### config.mk
export PLATFORM = sky130hd
export DESIGN_NAME = probe_tag_table_flat
export DESIGN_NICKNAME = d
export VERILOG_FILES = /design/src/rtl/ptt_pkg.sv /design/src/rtl/ptt_if.sv /design/src/rtl/ptt_ram.sv /design/src/rtl/ptt_ctrl.sv /design/src/rtl/ptt_dp.sv /design/src/rtl/probe_tag_table.sv /design/src/flat_wrapper.sv
export SDC_FILE = /design/constraint.sdc
export NUM_CORES = 1
export LEC_CHECK = 0
export BUFFER_PORTS_ARGS = -buffer_cell sky130_fd_sc_hd__buf_4
export CORE_MARGIN = 4
export CORE_UTILIZATION = 40
export DETAILED_ROUTE_END_ITERATION = 8
export PLACE_DENSITY_LB_ADDON = 0.08
export SLEW_MARGIN = 20
export SYNTH_ARGS = -nofsm -noshare
export SYNTH_HDL_FRONTEND = slang
export SYNTH_SLANG_ARGS = --single-unit
### constraint.sdc
create_clock -name clk_i -period 5.19 [get_ports clk_i]
set_input_delay 0.2595 -clock clk_i [delete_from_list [all_inputs] [get_ports clk_i]]
set_output_delay 0.2595 -clock clk_i [all_outputs]
set_load 0.01 [all_outputs]
### src/rtl/ptt_pkg.sv
// Shared types, constants and helpers for the probe tag table.
package ptt_pkg;

  localparam int SLOTS_DEF = 64;
  localparam int FUNC_W    = 2;
  localparam int TAG_W     = 16;
  localparam int SLOT_W    = 6;
  localparam int FLIGHT_W  = 7;
  localparam int ENTRY_W   = TAG_W + 1;
  localparam int FLIGHT_MAX = (1 << FLIGHT_W) - 1;

  typedef enum logic [FUNC_W-1:0] {
    FUNC_ALLOC  = 2'd0,
    FUNC_LOOKUP = 2'd1,
    FUNC_FREE   = 2'd2
  } func_e;

  typedef enum logic [2:0] {
    ST_CLEAR,
    ST_IDLE,
    ST_DECODE,
    ST_SCAN,
    ST_FREE,
    ST_DONE
  } state_e;

  typedef enum logic [1:0] {
    RES_NONE,
    RES_MISS,
    RES_SCAN,
    RES_FREE
  } res_sel_e;

  typedef struct packed {
    logic     in_rdy;
    logic     clr;
    logic     scan;
    logic     rd_free;
    logic     wr_free;
    logic     alloc_wr;
    res_sel_e res;
    logic     emit;
  } ptt_cmd_t;

  typedef struct packed {
    logic [FUNC_W-1:0] func;
    logic              in_valid;
    logic              clr_last;
    logic              id_reject;
    logic              fslot_oob;
    logic              hit;
    logic              chk_last;
    logic              out_free;
  } ptt_sts_t;

  function automatic logic [TAG_W-1:0] swap16(input logic [TAG_W-1:0] v);
    return {v[7:0], v[15:8]};
  endfunction

endpackage

### src/rtl/ptt_if.sv
// Channel interfaces: request, response and configuration write.
interface ptt_req_if;
  logic                       valid;
  logic                       ready;
  logic [ptt_pkg::FUNC_W-1:0] func;
  logic [ptt_pkg::TAG_W-1:0]  tag_value;
  logic                       is_icmp;
  logic [ptt_pkg::TAG_W-1:0]  reply_id;
  logic [ptt_pkg::TAG_W-1:0]  reply_sequence;
  logic [ptt_pkg::SLOT_W-1:0] free_slot;

  modport source (output valid, func, tag_value, is_icmp, reply_id, reply_sequence,
                  free_slot, input ready);
  modport sink (input valid, func, tag_value, is_icmp, reply_id, reply_sequence,
                free_slot, output ready);
endinterface

interface ptt_rsp_if;
  logic                         valid;
  logic                         ready;
  logic                         ok;
  logic [ptt_pkg::SLOT_W-1:0]   slot;
  logic [ptt_pkg::FLIGHT_W-1:0] in_flight;

  modport source (output valid, ok, slot, in_flight, input ready);
  modport sink (input valid, ok, slot, in_flight, output ready);
endinterface

interface ptt_cfg_if;
  logic                      valid;
  logic                      ready;
  logic [ptt_pkg::TAG_W-1:0] own_id;

  modport source (output valid, own_id, input ready);
  modport sink (input valid, own_id, output ready);
endinterface

### src/rtl/ptt_ram.sv
// Generic single-port RAM with registered read.
module ptt_ram #(
  parameter int WIDTH = 8,
  parameter int DEPTH = 16
) (
  input  logic                                  clk_i,
  input  logic                                  en_i,
  input  logic                                  we_i,
  input  logic [((DEPTH > 1) ? $clog2(DEPTH) : 1)-1:0] addr_i,
  input  logic [WIDTH-1:0]                      wdata_i,
  output logic [WIDTH-1:0]                      rdata_o
);

  logic [WIDTH-1:0] mem_q [DEPTH];
  logic [WIDTH-1:0] rdata_q;

  always_ff @(posedge clk_i) begin
    if (en_i) begin
      if (we_i) begin
        mem_q[addr_i] <= wdata_i;
      end else begin
        rdata_q <= mem_q[addr_i];
      end
    end
  end

  assign rdata_o = rdata_q;

endmodule

### src/rtl/ptt_ctrl.sv
// Sequencer for clearing, scanning, freeing and result hand-off.
module ptt_ctrl (
  input  logic              clk_i,
  input  logic              rst_ni,
  input  ptt_pkg::ptt_sts_t sts_i,
  output ptt_pkg::ptt_cmd_t cmd_o
);
  import ptt_pkg::*;

  state_e state_q, state_d;

  always_ff @(posedge clk_i or negedge rst_ni) begin
    if (!rst_ni) begin
      state_q <= ST_CLEAR;
    end else begin
      state_q <= state_d;
    end
  end

  always_comb begin
    state_d = state_q;
    cmd_o   = '0;
    unique case (state_q)
      ST_CLEAR: begin
        cmd_o.clr = 1'b1;
        if (sts_i.clr_last) begin
          state_d = ST_IDLE;
        end
      end
      ST_IDLE: begin
        cmd_o.in_rdy = 1'b1;
        if (sts_i.in_valid) begin
          state_d = ST_DECODE;
        end
      end
      ST_DECODE: begin
        unique case (sts_i.func)
          FUNC_ALLOC: begin
            state_d = ST_SCAN;
          end
          FUNC_LOOKUP: begin
            if (sts_i.id_reject) begin
              cmd_o.res = RES_MISS;
              state_d   = ST_DONE;
            end else begin
              state_d = ST_SCAN;
            end
          end
          FUNC_FREE: begin
            if (sts_i.fslot_oob) begin
              cmd_o.res = RES_MISS;
              state_d   = ST_DONE;
            end else begin
              cmd_o.rd_free = 1'b1;
              state_d       = ST_FREE;
            end
          end
          default: begin
            cmd_o.res = RES_MISS;
            state_d   = ST_DONE;
          end
        endcase
      end
      ST_SCAN: begin
        // stop on the first hit or once the last slot is checked, otherwise keep one read in flight
        if (sts_i.hit) begin
          cmd_o.alloc_wr = (sts_i.func == FUNC_ALLOC);
          cmd_o.res      = RES_SCAN;
          state_d        = ST_DONE;
        end else if (sts_i.chk_last) begin
          cmd_o.res = RES_MISS;
          state_d   = ST_DONE;
        end else begin
          cmd_o.scan = 1'b1;
        end
      end
      ST_FREE: begin
        cmd_o.wr_free = 1'b1;
        cmd_o.res     = RES_FREE;
        state_d       = ST_DONE;
      end
      ST_DONE: begin
        if (sts_i.out_free) begin
          cmd_o.emit = 1'b1;
          state_d    = ST_IDLE;
        end
      end
      default: begin
        state_d = ST_IDLE;
      end
    endcase
  end

endmodule

### src/rtl/ptt_dp.sv
// Datapath: request capture, slot memory walk, in-use count and output register.
module ptt_dp #(
  parameter int SLOTS = ptt_pkg::SLOTS_DEF
) (
  input  logic              clk_i,
  input  logic              rst_ni,
  input  ptt_pkg::ptt_cmd_t cmd_i,
  output ptt_pkg::ptt_sts_t sts_o,
  ptt_req_if.sink           req_i,
  ptt_rsp_if.source         rsp_o,
  ptt_cfg_if.sink           cfg_i
);
  import ptt_pkg::*;

  localparam int IDX_W  = (SLOTS > 1) ? $clog2(SLOTS) : 1;
  localparam int CNT_W  = $clog2(SLOTS + 1);
  localparam int FCMP_W = (IDX_W + 1 > SLOT_W) ? IDX_W + 1 : SLOT_W;
  localparam int SAT_W  = (CNT_W > FLIGHT_W) ? CNT_W : FLIGHT_W;
  localparam logic [IDX_W-1:0] LAST_IDX = IDX_W'(SLOTS - 1);

  logic [FUNC_W-1:0]   func_q;
  logic [TAG_W-1:0]    tag_q;
  logic                icmp_q;
  logic [TAG_W-1:0]    rid_q;
  logic [TAG_W-1:0]    rseq_q;
  logic [SLOT_W-1:0]   fslot_q;
  logic [TAG_W-1:0]    own_id_q;
  logic [IDX_W-1:0]    addr_q, addr_d;
  logic                addr_end_q, addr_end_d;
  logic [IDX_W-1:0]    chk_addr_q;
  logic                chk_vld_q;
  logic [CNT_W-1:0]    used_q, used_d;
  logic                res_ok_q;
  logic [IDX_W-1:0]    res_slot_q;
  logic                out_valid_q;
  logic                out_ok_q;
  logic [SLOT_W-1:0]   out_slot_q;
  logic [FLIGHT_W-1:0] out_flight_q;

  logic                ram_en, ram_we;
  logic [IDX_W-1:0]    ram_addr;
  logic [ENTRY_W-1:0]  ram_wdata, ram_rdata;
  logic                issue;
  logic [IDX_W-1:0]    fslot_idx;
  logic                ent_valid;
  logic [TAG_W-1:0]    ent_tag;
  logic                hit;
  logic [FLIGHT_W-1:0] flight;
  logic                accept;

  assign accept      = req_i.valid && cmd_i.in_rdy;
  assign req_i.ready = cmd_i.in_rdy;
  assign cfg_i.ready = 1'b1;
  assign fslot_idx   = IDX_W'(fslot_q);
  assign ent_valid   = ram_rdata[ENTRY_W-1];
  assign ent_tag     = ram_rdata[TAG_W-1:0];

  // one port: clear sweep, scan read, free read-modify-write or allocate write
  always_comb begin
    ram_en    = 1'b0;
    ram_we    = 1'b0;
    ram_addr  = addr_q;
    ram_wdata = '0;
    issue     = 1'b0;
    if (cmd_i.clr) begin
      ram_en = 1'b1;
      ram_we = 1'b1;
    end else if (cmd_i.scan && !addr_end_q) begin
      ram_en = 1'b1;
      issue  = 1'b1;
    end else if (cmd_i.rd_free) begin
      ram_en   = 1'b1;
      ram_addr = fslot_idx;
    end else if (cmd_i.wr_free) begin
      ram_en   = 1'b1;
      ram_we   = 1'b1;
      ram_addr = fslot_idx;
    end else if (cmd_i.alloc_wr) begin
      ram_en    = 1'b1;
      ram_we    = 1'b1;
      ram_addr  = chk_addr_q;
      ram_wdata = {1'b1, tag_q};
    end
  end

  ptt_ram #(
    .WIDTH (ENTRY_W),
    .DEPTH (SLOTS)
  ) u_slot_ram (
    .clk_i   (clk_i),
    .en_i    (ram_en),
    .we_i    (ram_we),
    .addr_i  (ram_addr),
    .wdata_i (ram_wdata),
    .rdata_o (ram_rdata)
  );

  always_comb begin
    if (func_q == FUNC_ALLOC) begin
      hit = chk_vld_q && !ent_valid;
    end else begin
      hit = chk_vld_q && ent_valid && (swap16(ent_tag) == rseq_q);
    end
  end

  always_comb begin
    addr_d     = addr_q;
    addr_end_d = addr_end_q;
    if (accept) begin
      addr_d     = '0;
      addr_end_d = 1'b0;
    end else if (cmd_i.clr || issue) begin
      addr_d     = addr_q + IDX_W'(1);
      addr_end_d = (addr_q == LAST_IDX);
    end
  end

  always_comb begin
    used_d = used_q;
    if (cmd_i.alloc_wr) begin
      used_d = used_q + CNT_W'(1);
    end else if (cmd_i.wr_free && ent_valid) begin
      used_d = used_q - CNT_W'(1);
    end
  end

  always_comb begin
    if (SAT_W'(used_q) > SAT_W'(FLIGHT_MAX)) begin
      flight = FLIGHT_W'(FLIGHT_MAX);
    end else begin
      flight = FLIGHT_W'(used_q);
    end
  end

  always_ff @(posedge clk_i or negedge rst_ni) begin
    if (!rst_ni) begin
      own_id_q    <= '0;
      addr_q      <= '0;
      addr_end_q  <= 1'b0;
      chk_vld_q   <= 1'b0;
      used_q      <= '0;
      out_valid_q <= 1'b0;
    end else begin
      if (cfg_i.valid) begin
        own_id_q <= cfg_i.own_id;
      end
      addr_q     <= addr_d;
      addr_end_q <= addr_end_d;
      chk_vld_q  <= issue;
      used_q     <= used_d;
      if (cmd_i.emit) begin
        out_valid_q <= 1'b1;
      end else if (rsp_o.ready) begin
        out_valid_q <= 1'b0;
      end
    end
  end

  always_ff @(posedge clk_i) begin
    if (accept) begin
      func_q  <= req_i.func;
      tag_q   <= req_i.tag_value;
      icmp_q  <= req_i.is_icmp;
      rid_q   <= req_i.reply_id;
      rseq_q  <= req_i.reply_sequence;
      fslot_q <= req_i.free_slot;
    end
    if (issue) begin
      chk_addr_q <= addr_q;
    end
    unique case (cmd_i.res)
      RES_NONE: begin
      end
      RES_MISS: begin
        res_ok_q   <= 1'b0;
        res_slot_q <= '0;
      end
      RES_SCAN: begin
        res_ok_q   <= 1'b1;
        res_slot_q <= chk_addr_q;
      end
      RES_FREE: begin
        res_ok_q   <= 1'b1;
        res_slot_q <= fslot_idx;
      end
      default: begin
      end
    endcase
    if (cmd_i.emit) begin
      out_ok_q     <= res_ok_q;
      out_slot_q   <= SLOT_W'(res_slot_q);
      out_flight_q <= flight;
    end
  end

  assign rsp_o.valid     = out_valid_q;
  assign rsp_o.ok        = out_ok_q;
  assign rsp_o.slot      = out_slot_q;
  assign rsp_o.in_flight = out_flight_q;

  assign sts_o.func      = func_q;
  assign sts_o.in_valid  = req_i.valid;
  assign sts_o.clr_last  = (addr_q == LAST_IDX);
  assign sts_o.id_reject = icmp_q && (rid_q != own_id_q);
  assign sts_o.fslot_oob = (FCMP_W'(fslot_q) >= FCMP_W'(SLOTS));
  assign sts_o.hit       = hit;
  assign sts_o.chk_last  = chk_vld_q && (chk_addr_q == LAST_IDX);
  assign sts_o.out_free  = !out_valid_q || rsp_o.ready;

  a_alloc_into_free: assert property (@(posedge clk_i) disable iff (!rst_ni)
    cmd_i.alloc_wr |-> chk_vld_q && !ent_valid)
    else $error("allocate write into an occupied slot");

  a_emit_no_overwrite: assert property (@(posedge clk_i) disable iff (!rst_ni)
    cmd_i.emit |-> !out_valid_q || rsp_o.ready)
    else $error("result overwrites an untaken transaction");

  a_count_bound: assert property (@(posedge clk_i) disable iff (!rst_ni)
    SAT_W'(used_q) <= SAT_W'(SLOTS))
    else $error("in-use count beyond table size");

  a_free_decrements: assert property (@(posedge clk_i) disable iff (!rst_ni)
    cmd_i.wr_free && ent_valid |=> used_q == $past(used_q) - CNT_W'(1))
    else $error("free of a used slot did not drop the count");

endmodule

### src/rtl/probe_tag_table.sv
// Top level of the probe tag table: sequencer plus datapath.
//
//  channel | dir | fields                                              | transaction when
//  req_i   | in  | func tag_value is_icmp reply_id reply_sequence free_slot | valid & ready
//  rsp_o   | out | ok slot in_flight                                   | valid & ready
//  cfg_i   | in  | own_id                                              | valid (ready tied high)
//
// After reset the slot memory is swept clear, one entry a cycle;
// req_i.ready stays low meanwhile, configuration writes are taken throughout.
// Allocate and lookup walk the single-port slot memory one entry per cycle.
// Free reads its slot and then clears it; rejected requests go straight to the result.
// The result sits in an output register; the next request is taken while it waits,
// and a stalled rsp_o holds the following result in its final state.
module probe_tag_table #(
  parameter int SLOTS = ptt_pkg::SLOTS_DEF
) (
  input  logic       clk_i,
  input  logic       rst_ni,
  ptt_req_if.sink    req_i,
  ptt_rsp_if.source  rsp_o,
  ptt_cfg_if.sink    cfg_i
);
  import ptt_pkg::*;

  ptt_cmd_t cmd;
  ptt_sts_t sts;

  ptt_ctrl u_ctrl (
    .clk_i  (clk_i),
    .rst_ni (rst_ni),
    .sts_i  (sts),
    .cmd_o  (cmd)
  );

  ptt_dp #(
    .SLOTS (SLOTS)
  ) u_dp (
    .clk_i  (clk_i),
    .rst_ni (rst_ni),
    .cmd_i  (cmd),
    .sts_o  (sts),
    .req_i  (req_i),
    .rsp_o  (rsp_o),
    .cfg_i  (cfg_i)
  );

endmodule
### src/flat_wrapper.sv
// flat-port wrapper written by rule: the top's interface ports become plain ports
module probe_tag_table_flat import ptt_pkg::*;
#(
  parameter int SLOTS = ptt_pkg::SLOTS_DEF
)
  (clk_i, rst_ni, req_i_valid, req_i_func, req_i_tag_value, req_i_is_icmp, req_i_reply_id, req_i_reply_sequence, req_i_free_slot, req_i_ready, rsp_o_valid, rsp_o_ok, rsp_o_slot, rsp_o_in_flight, rsp_o_ready, cfg_i_valid, cfg_i_own_id, cfg_i_ready);
  ptt_req_if req_i_i ();
  ptt_rsp_if rsp_o_i ();
  ptt_cfg_if cfg_i_i ();
  input  logic clk_i;
  input  logic rst_ni;
  input wire logic [$bits(req_i_i.valid)-1:0] req_i_valid;
  input wire logic [$bits(req_i_i.func)-1:0] req_i_func;
  input wire logic [$bits(req_i_i.tag_value)-1:0] req_i_tag_value;
  input wire logic [$bits(req_i_i.is_icmp)-1:0] req_i_is_icmp;
  input wire logic [$bits(req_i_i.reply_id)-1:0] req_i_reply_id;
  input wire logic [$bits(req_i_i.reply_sequence)-1:0] req_i_reply_sequence;
  input wire logic [$bits(req_i_i.free_slot)-1:0] req_i_free_slot;
  output wire logic [$bits(req_i_i.ready)-1:0] req_i_ready;
  output wire logic [$bits(rsp_o_i.valid)-1:0] rsp_o_valid;
  output wire logic [$bits(rsp_o_i.ok)-1:0] rsp_o_ok;
  output wire logic [$bits(rsp_o_i.slot)-1:0] rsp_o_slot;
  output wire logic [$bits(rsp_o_i.in_flight)-1:0] rsp_o_in_flight;
  input wire logic [$bits(rsp_o_i.ready)-1:0] rsp_o_ready;
  input wire logic [$bits(cfg_i_i.valid)-1:0] cfg_i_valid;
  input wire logic [$bits(cfg_i_i.own_id)-1:0] cfg_i_own_id;
  output wire logic [$bits(cfg_i_i.ready)-1:0] cfg_i_ready;
  assign req_i_i.valid = req_i_valid;
  assign req_i_i.func = req_i_func;
  assign req_i_i.tag_value = req_i_tag_value;
  assign req_i_i.is_icmp = req_i_is_icmp;
  assign req_i_i.reply_id = req_i_reply_id;
  assign req_i_i.reply_sequence = req_i_reply_sequence;
  assign req_i_i.free_slot = req_i_free_slot;
  assign req_i_ready = req_i_i.ready;
  assign rsp_o_valid = rsp_o_i.valid;
  assign rsp_o_ok = rsp_o_i.ok;
  assign rsp_o_slot = rsp_o_i.slot;
  assign rsp_o_in_flight = rsp_o_i.in_flight;
  assign rsp_o_i.ready = rsp_o_ready;
  assign cfg_i_i.valid = cfg_i_valid;
  assign cfg_i_i.own_id = cfg_i_own_id;
  assign cfg_i_ready = cfg_i_i.ready;
  probe_tag_table #(.SLOTS(SLOTS)) u_core (.clk_i(clk_i), .rst_ni(rst_ni), .req_i(req_i_i), .rsp_o(rsp_o_i), .cfg_i(cfg_i_i));
endmodule
==> results.cfg <==
[status]
outcome = finished, final reports clean

[grt]
grt_pass1_wl_um = 233000
met3_usage = 0.0500
antenna_found_initial = 8
top_usage_layer = met2
grtUsageMet2 = 0.401
grt_max_degree = 68
grtUsageTotal = 0.262
gr-total-overflow = 0
use_met1 = 0.379
grt_pass1_vias = 29875

[placement]
portBuffers = 93
gp_congestion = 0.930
place_ws_ns = 0.459
hpwl_um = 104000
placed_cell_area_sq_um = 51800

[synthesis]
synth_top_area_frac = 0.749
synth_top_area_cell = edfxtp_1
synth-edff-count = 1189
synth_warnings = 0
synth.ff_latch_count = 1224
ys.flop_type = edfxtp_1
async_flop_share = 0.0286
avgSynthCellArea_sq_um = 15.2
synth.cell_area_sq_um = 47600
syn_inst = 3137
syn-num-nets = 3222
synth.top_cells.by_area = edfxtp_1, nand2_1, a21oi_1
synth_cell_types = 73
ys_seq_area_frac = 0.768

[clock_tree]
cts_root_buf = clkbuf_16
numCtsBuffers = 136
clkTransAtPathRegs_ns = 0.06
clk_path_buf_depth = 3
h-tree-depth = 4
cts_tree = built
clk_latency_ns = 0.77
cts_sinks = 1224

[timing]
worst_pin_slew_ns = 1.18
setup_viol = 0
fin_setup_tns_ns = 0
min_period_ns = 4.98
slew_violations = 0
fmax_ghz = 0.201
slew_headroom = 0.213
finalHoldViolations = 0
rsz0062_at_grt = false
finalClockSkew_ns = 0.0327
fin_ws_ns = 0.207
fin_crit_sh = 0.960

[detailed_routing]
route.detailed.drc = 0
drtAntennaViolNets = 0
vias = 30504
drt_iter0_drc = 3940
routedWlPerCell_um = 32.2
routed_wirelength_um = 166000
drtPass1Iterations = 7
vias_per_cell = 5.92

[setup_path]
critical_path.top_delay_family = compound AO/OA/AOI/OAI gates
crit_top_cell = buf_4
cp.required_ns = 5.59
cpMaxStageDelayCell = a311o_1
endpoint_kind = flip-flop
critPathMaxFanout = 13
crit_type = reg -> reg
crit_path_max_incr_delay_ns = 0.76
path_buf_inv = 3
arrival_ns = 5.38
crit_chain = nand2b_1 -> a21o_1 -> a311o_1 -> buf_4 -> nor3_1 -> buf_4 -> nand2_1 -> o22a_1 -> nand3_1 -> a221oi_1 -> buf_4 -> nand3_1
cp-start-kind = flip-flop

[min_path]
hold_path_class = in -> reg

[pwr]
p_per_area_nw_per_um2 = 541
vdd_drop_max_uv = 491
power.static_leakage_nw = 20.7

[die]
fp-row-count = 126
top_level_ports = 95
core_sq_um = 118000
start_util = 0.404
dieArea_sq_um = 125000
die_w_um = 353
dieHeight_um = 353

[finish]
final_area_sq_um = 57200
fill_cells = 10003
final_nets = 3593
drive_above_1_share = 0.184
syn_to_final_growth_pct = 20.0

[run]
maxCapViolCount = 0
## placed cells by master, fill, tap and decap left out, drive strengths merged, types with 12 or more instances in the layout
| cell | count |
|---|---|
| o21ai | 126 |
| xnor2 | 32 |
| o22ai | 36 |
| a21oi | 230 |
| nor2 | 130 |
| a211oi | 59 |
| mux2 | 56 |
| a222oi | 40 |
| a22oi | 29 |
| buf | 341 |
| and3 | 43 |
| a221oi | 59 |
| a31oi | 21 |
| dfrtp | 35 |
| nand3 | 105 |
| edfxtp | 1189 |
| mux2i | 111 |
| dlygate4sd3 | 94 |
| clkinv | 56 |
| nand4 | 13 |
| nor3 | 12 |
| clkbuf | 172 |
| nand2 | 455 |
## worst paths after layout
path / startpoint / end / slack (ns) / cells past startpoint
worst max register to register: u_core.u_ctrl.state_q[1]$_DFFE_PN0P_ / u_core.u_dp.u_slot_ram.rdata_o[6]$_DFFE_PP_ / 0.21 / 12
min in group asynchronous: rst_ni / u_core.u_dp.own_id_q[7]$_DFFE_PN0P_ / 0.56 / 3
worst min register to register: u_core.u_dp.res_slot_q[1]$_DFFE_PP_ / u_core.u_dp.rsp_o.slot[1]$_DFFE_PP_ / 0.42 / 0
max in group asynchronous: rst_ni / u_core.u_dp.own_id_q[1]$_DFFE_PN0P_ / 3.75 / 4
worst max-delay path: u_core.u_ctrl.state_q[1]$_DFFE_PN0P_ / u_core.u_dp.u_slot_ram.rdata_o[6]$_DFFE_PP_ / 0.21 / 12
worst min-delay path: req_i_reply_sequence[15] / u_core.u_dp.rseq_q[15]$_DFFE_PP_ / 0.21 / 2
## timing repair
action	CTS	global route
hold buffers	94	0
endpoints found under the setup margin	0	0
hold endpoints to repair	112	0
gates resized for setup	0	0
setup buffers	0	0
## cell families (layout without fill, tap and decap cells)
group | Yosys count | after routing | synth area share
AOI/OAI and AO/OA | 682 | 682 | 0.0932
other | 1 | 2 | 0.0000787
xor gates and xnor gates | 43 | 43 | 0.00790
DFF | 1224 | 1224 | 0.768
adders and majority gates | 7 | 7 | 0.00200
buffers and inverters | 205 | 686 | 0.0181
and+or+nand+nor | 806 | 806 | 0.0734
muxes | 169 | 169 | 0.0376
## per-stage QoR
step	instances	util	total power (W)	hold WS [ns]
floorplan	3137	-	0.0164	-0.0361
global placement	4810	0.439	0.0213	0.263
detailed placement	4812	0.439	0.0214	0.276
CTS	5154	0.484	0.0310	0.166
global route	5154	0.484	0.0319	0.192
finish	5155	0.484	0.0309	0.214
## cell usage after synthesis (all sizes together) (3+ instances only)
cell type / instances
edfxtp: 1189
nand2: 455
a21oi: 230
nor2: 130
o21ai: 126
mux2i: 111
buf: 106
nand3: 105
clkbuf: 96
a211oi: 59
a221oi: 59
mux2: 56
and3: 43
a222oi: 40
o22ai: 36
dfrtp: 35
xnor2: 32
a22oi: 29
a31oi: 21
nand4: 13
nor3: 12
xor2: 11
or4: 10
a22o: 9
a32oi: 9
o221ai: 9
nand2b: 8
a221o: 7
a311oi: 7
o211ai: 7
a21o: 6
ha: 6
a211o: 5
a311o: 5
nor4: 5
and2: 4
or4b: 4
a2111oi: 3
inv: 3
o2bb2ai: 3
or3: 3
## power by group
group	switching (W)	leakage, nW	total, W	internal, W
logic	0.00692	5.16	0.00979	0.00287
registers	0.000346	13.4	0.0116	0.0113
clock network	0.00393	2.14	0.00951	0.00558
## registers in the layout, summed over array words and instances (netlist names), 2 cells and up
name / cells
u_core.u_dp.u_slot_ram.mem_q: 1088
u_core.u_dp.u_slot_ram.rdata_o: 17
u_core.u_dp.own_id_q: 16
u_core.u_dp.rid_q: 16
u_core.u_dp.rseq_q: 16
u_core.u_dp.tag_q: 16
u_core.u_dp.rsp_o.in_flight: 7
u_core.u_dp.used_q: 7
u_core.u_dp.addr_q: 6
u_core.u_dp.chk_addr_q: 6
u_core.u_dp.fslot_idx: 6
u_core.u_dp.res_slot_q: 6
u_core.u_dp.rsp_o.slot: 6
u_core.u_ctrl.state_q: 3
u_core.u_dp.func_q: 2
## layer usage
metal	vias up	wire length [um]
met5	-	12
met4	2	5210
met3	241	14800
met2	1586	74800
met1	15723	71100
li1	12952	-
## layout make-up
cell class                      instances  area, sq um  share of cell area
Tap cell                             1536         1920              0.0336
Clock buffer                          172         3690              0.0645
Inverter                                3         11.3            0.000197
Clock inverter                         76          677              0.0118
Antenna cell                            1         2.50           0.0000438
Multi-Input combinational cell       1708        10500               0.183
Timing Repair Buffer                  435         3810              0.0666
Sequential cell                      1224        36600               0.640
No activity file was read; power rests on OpenSTA's default activity.
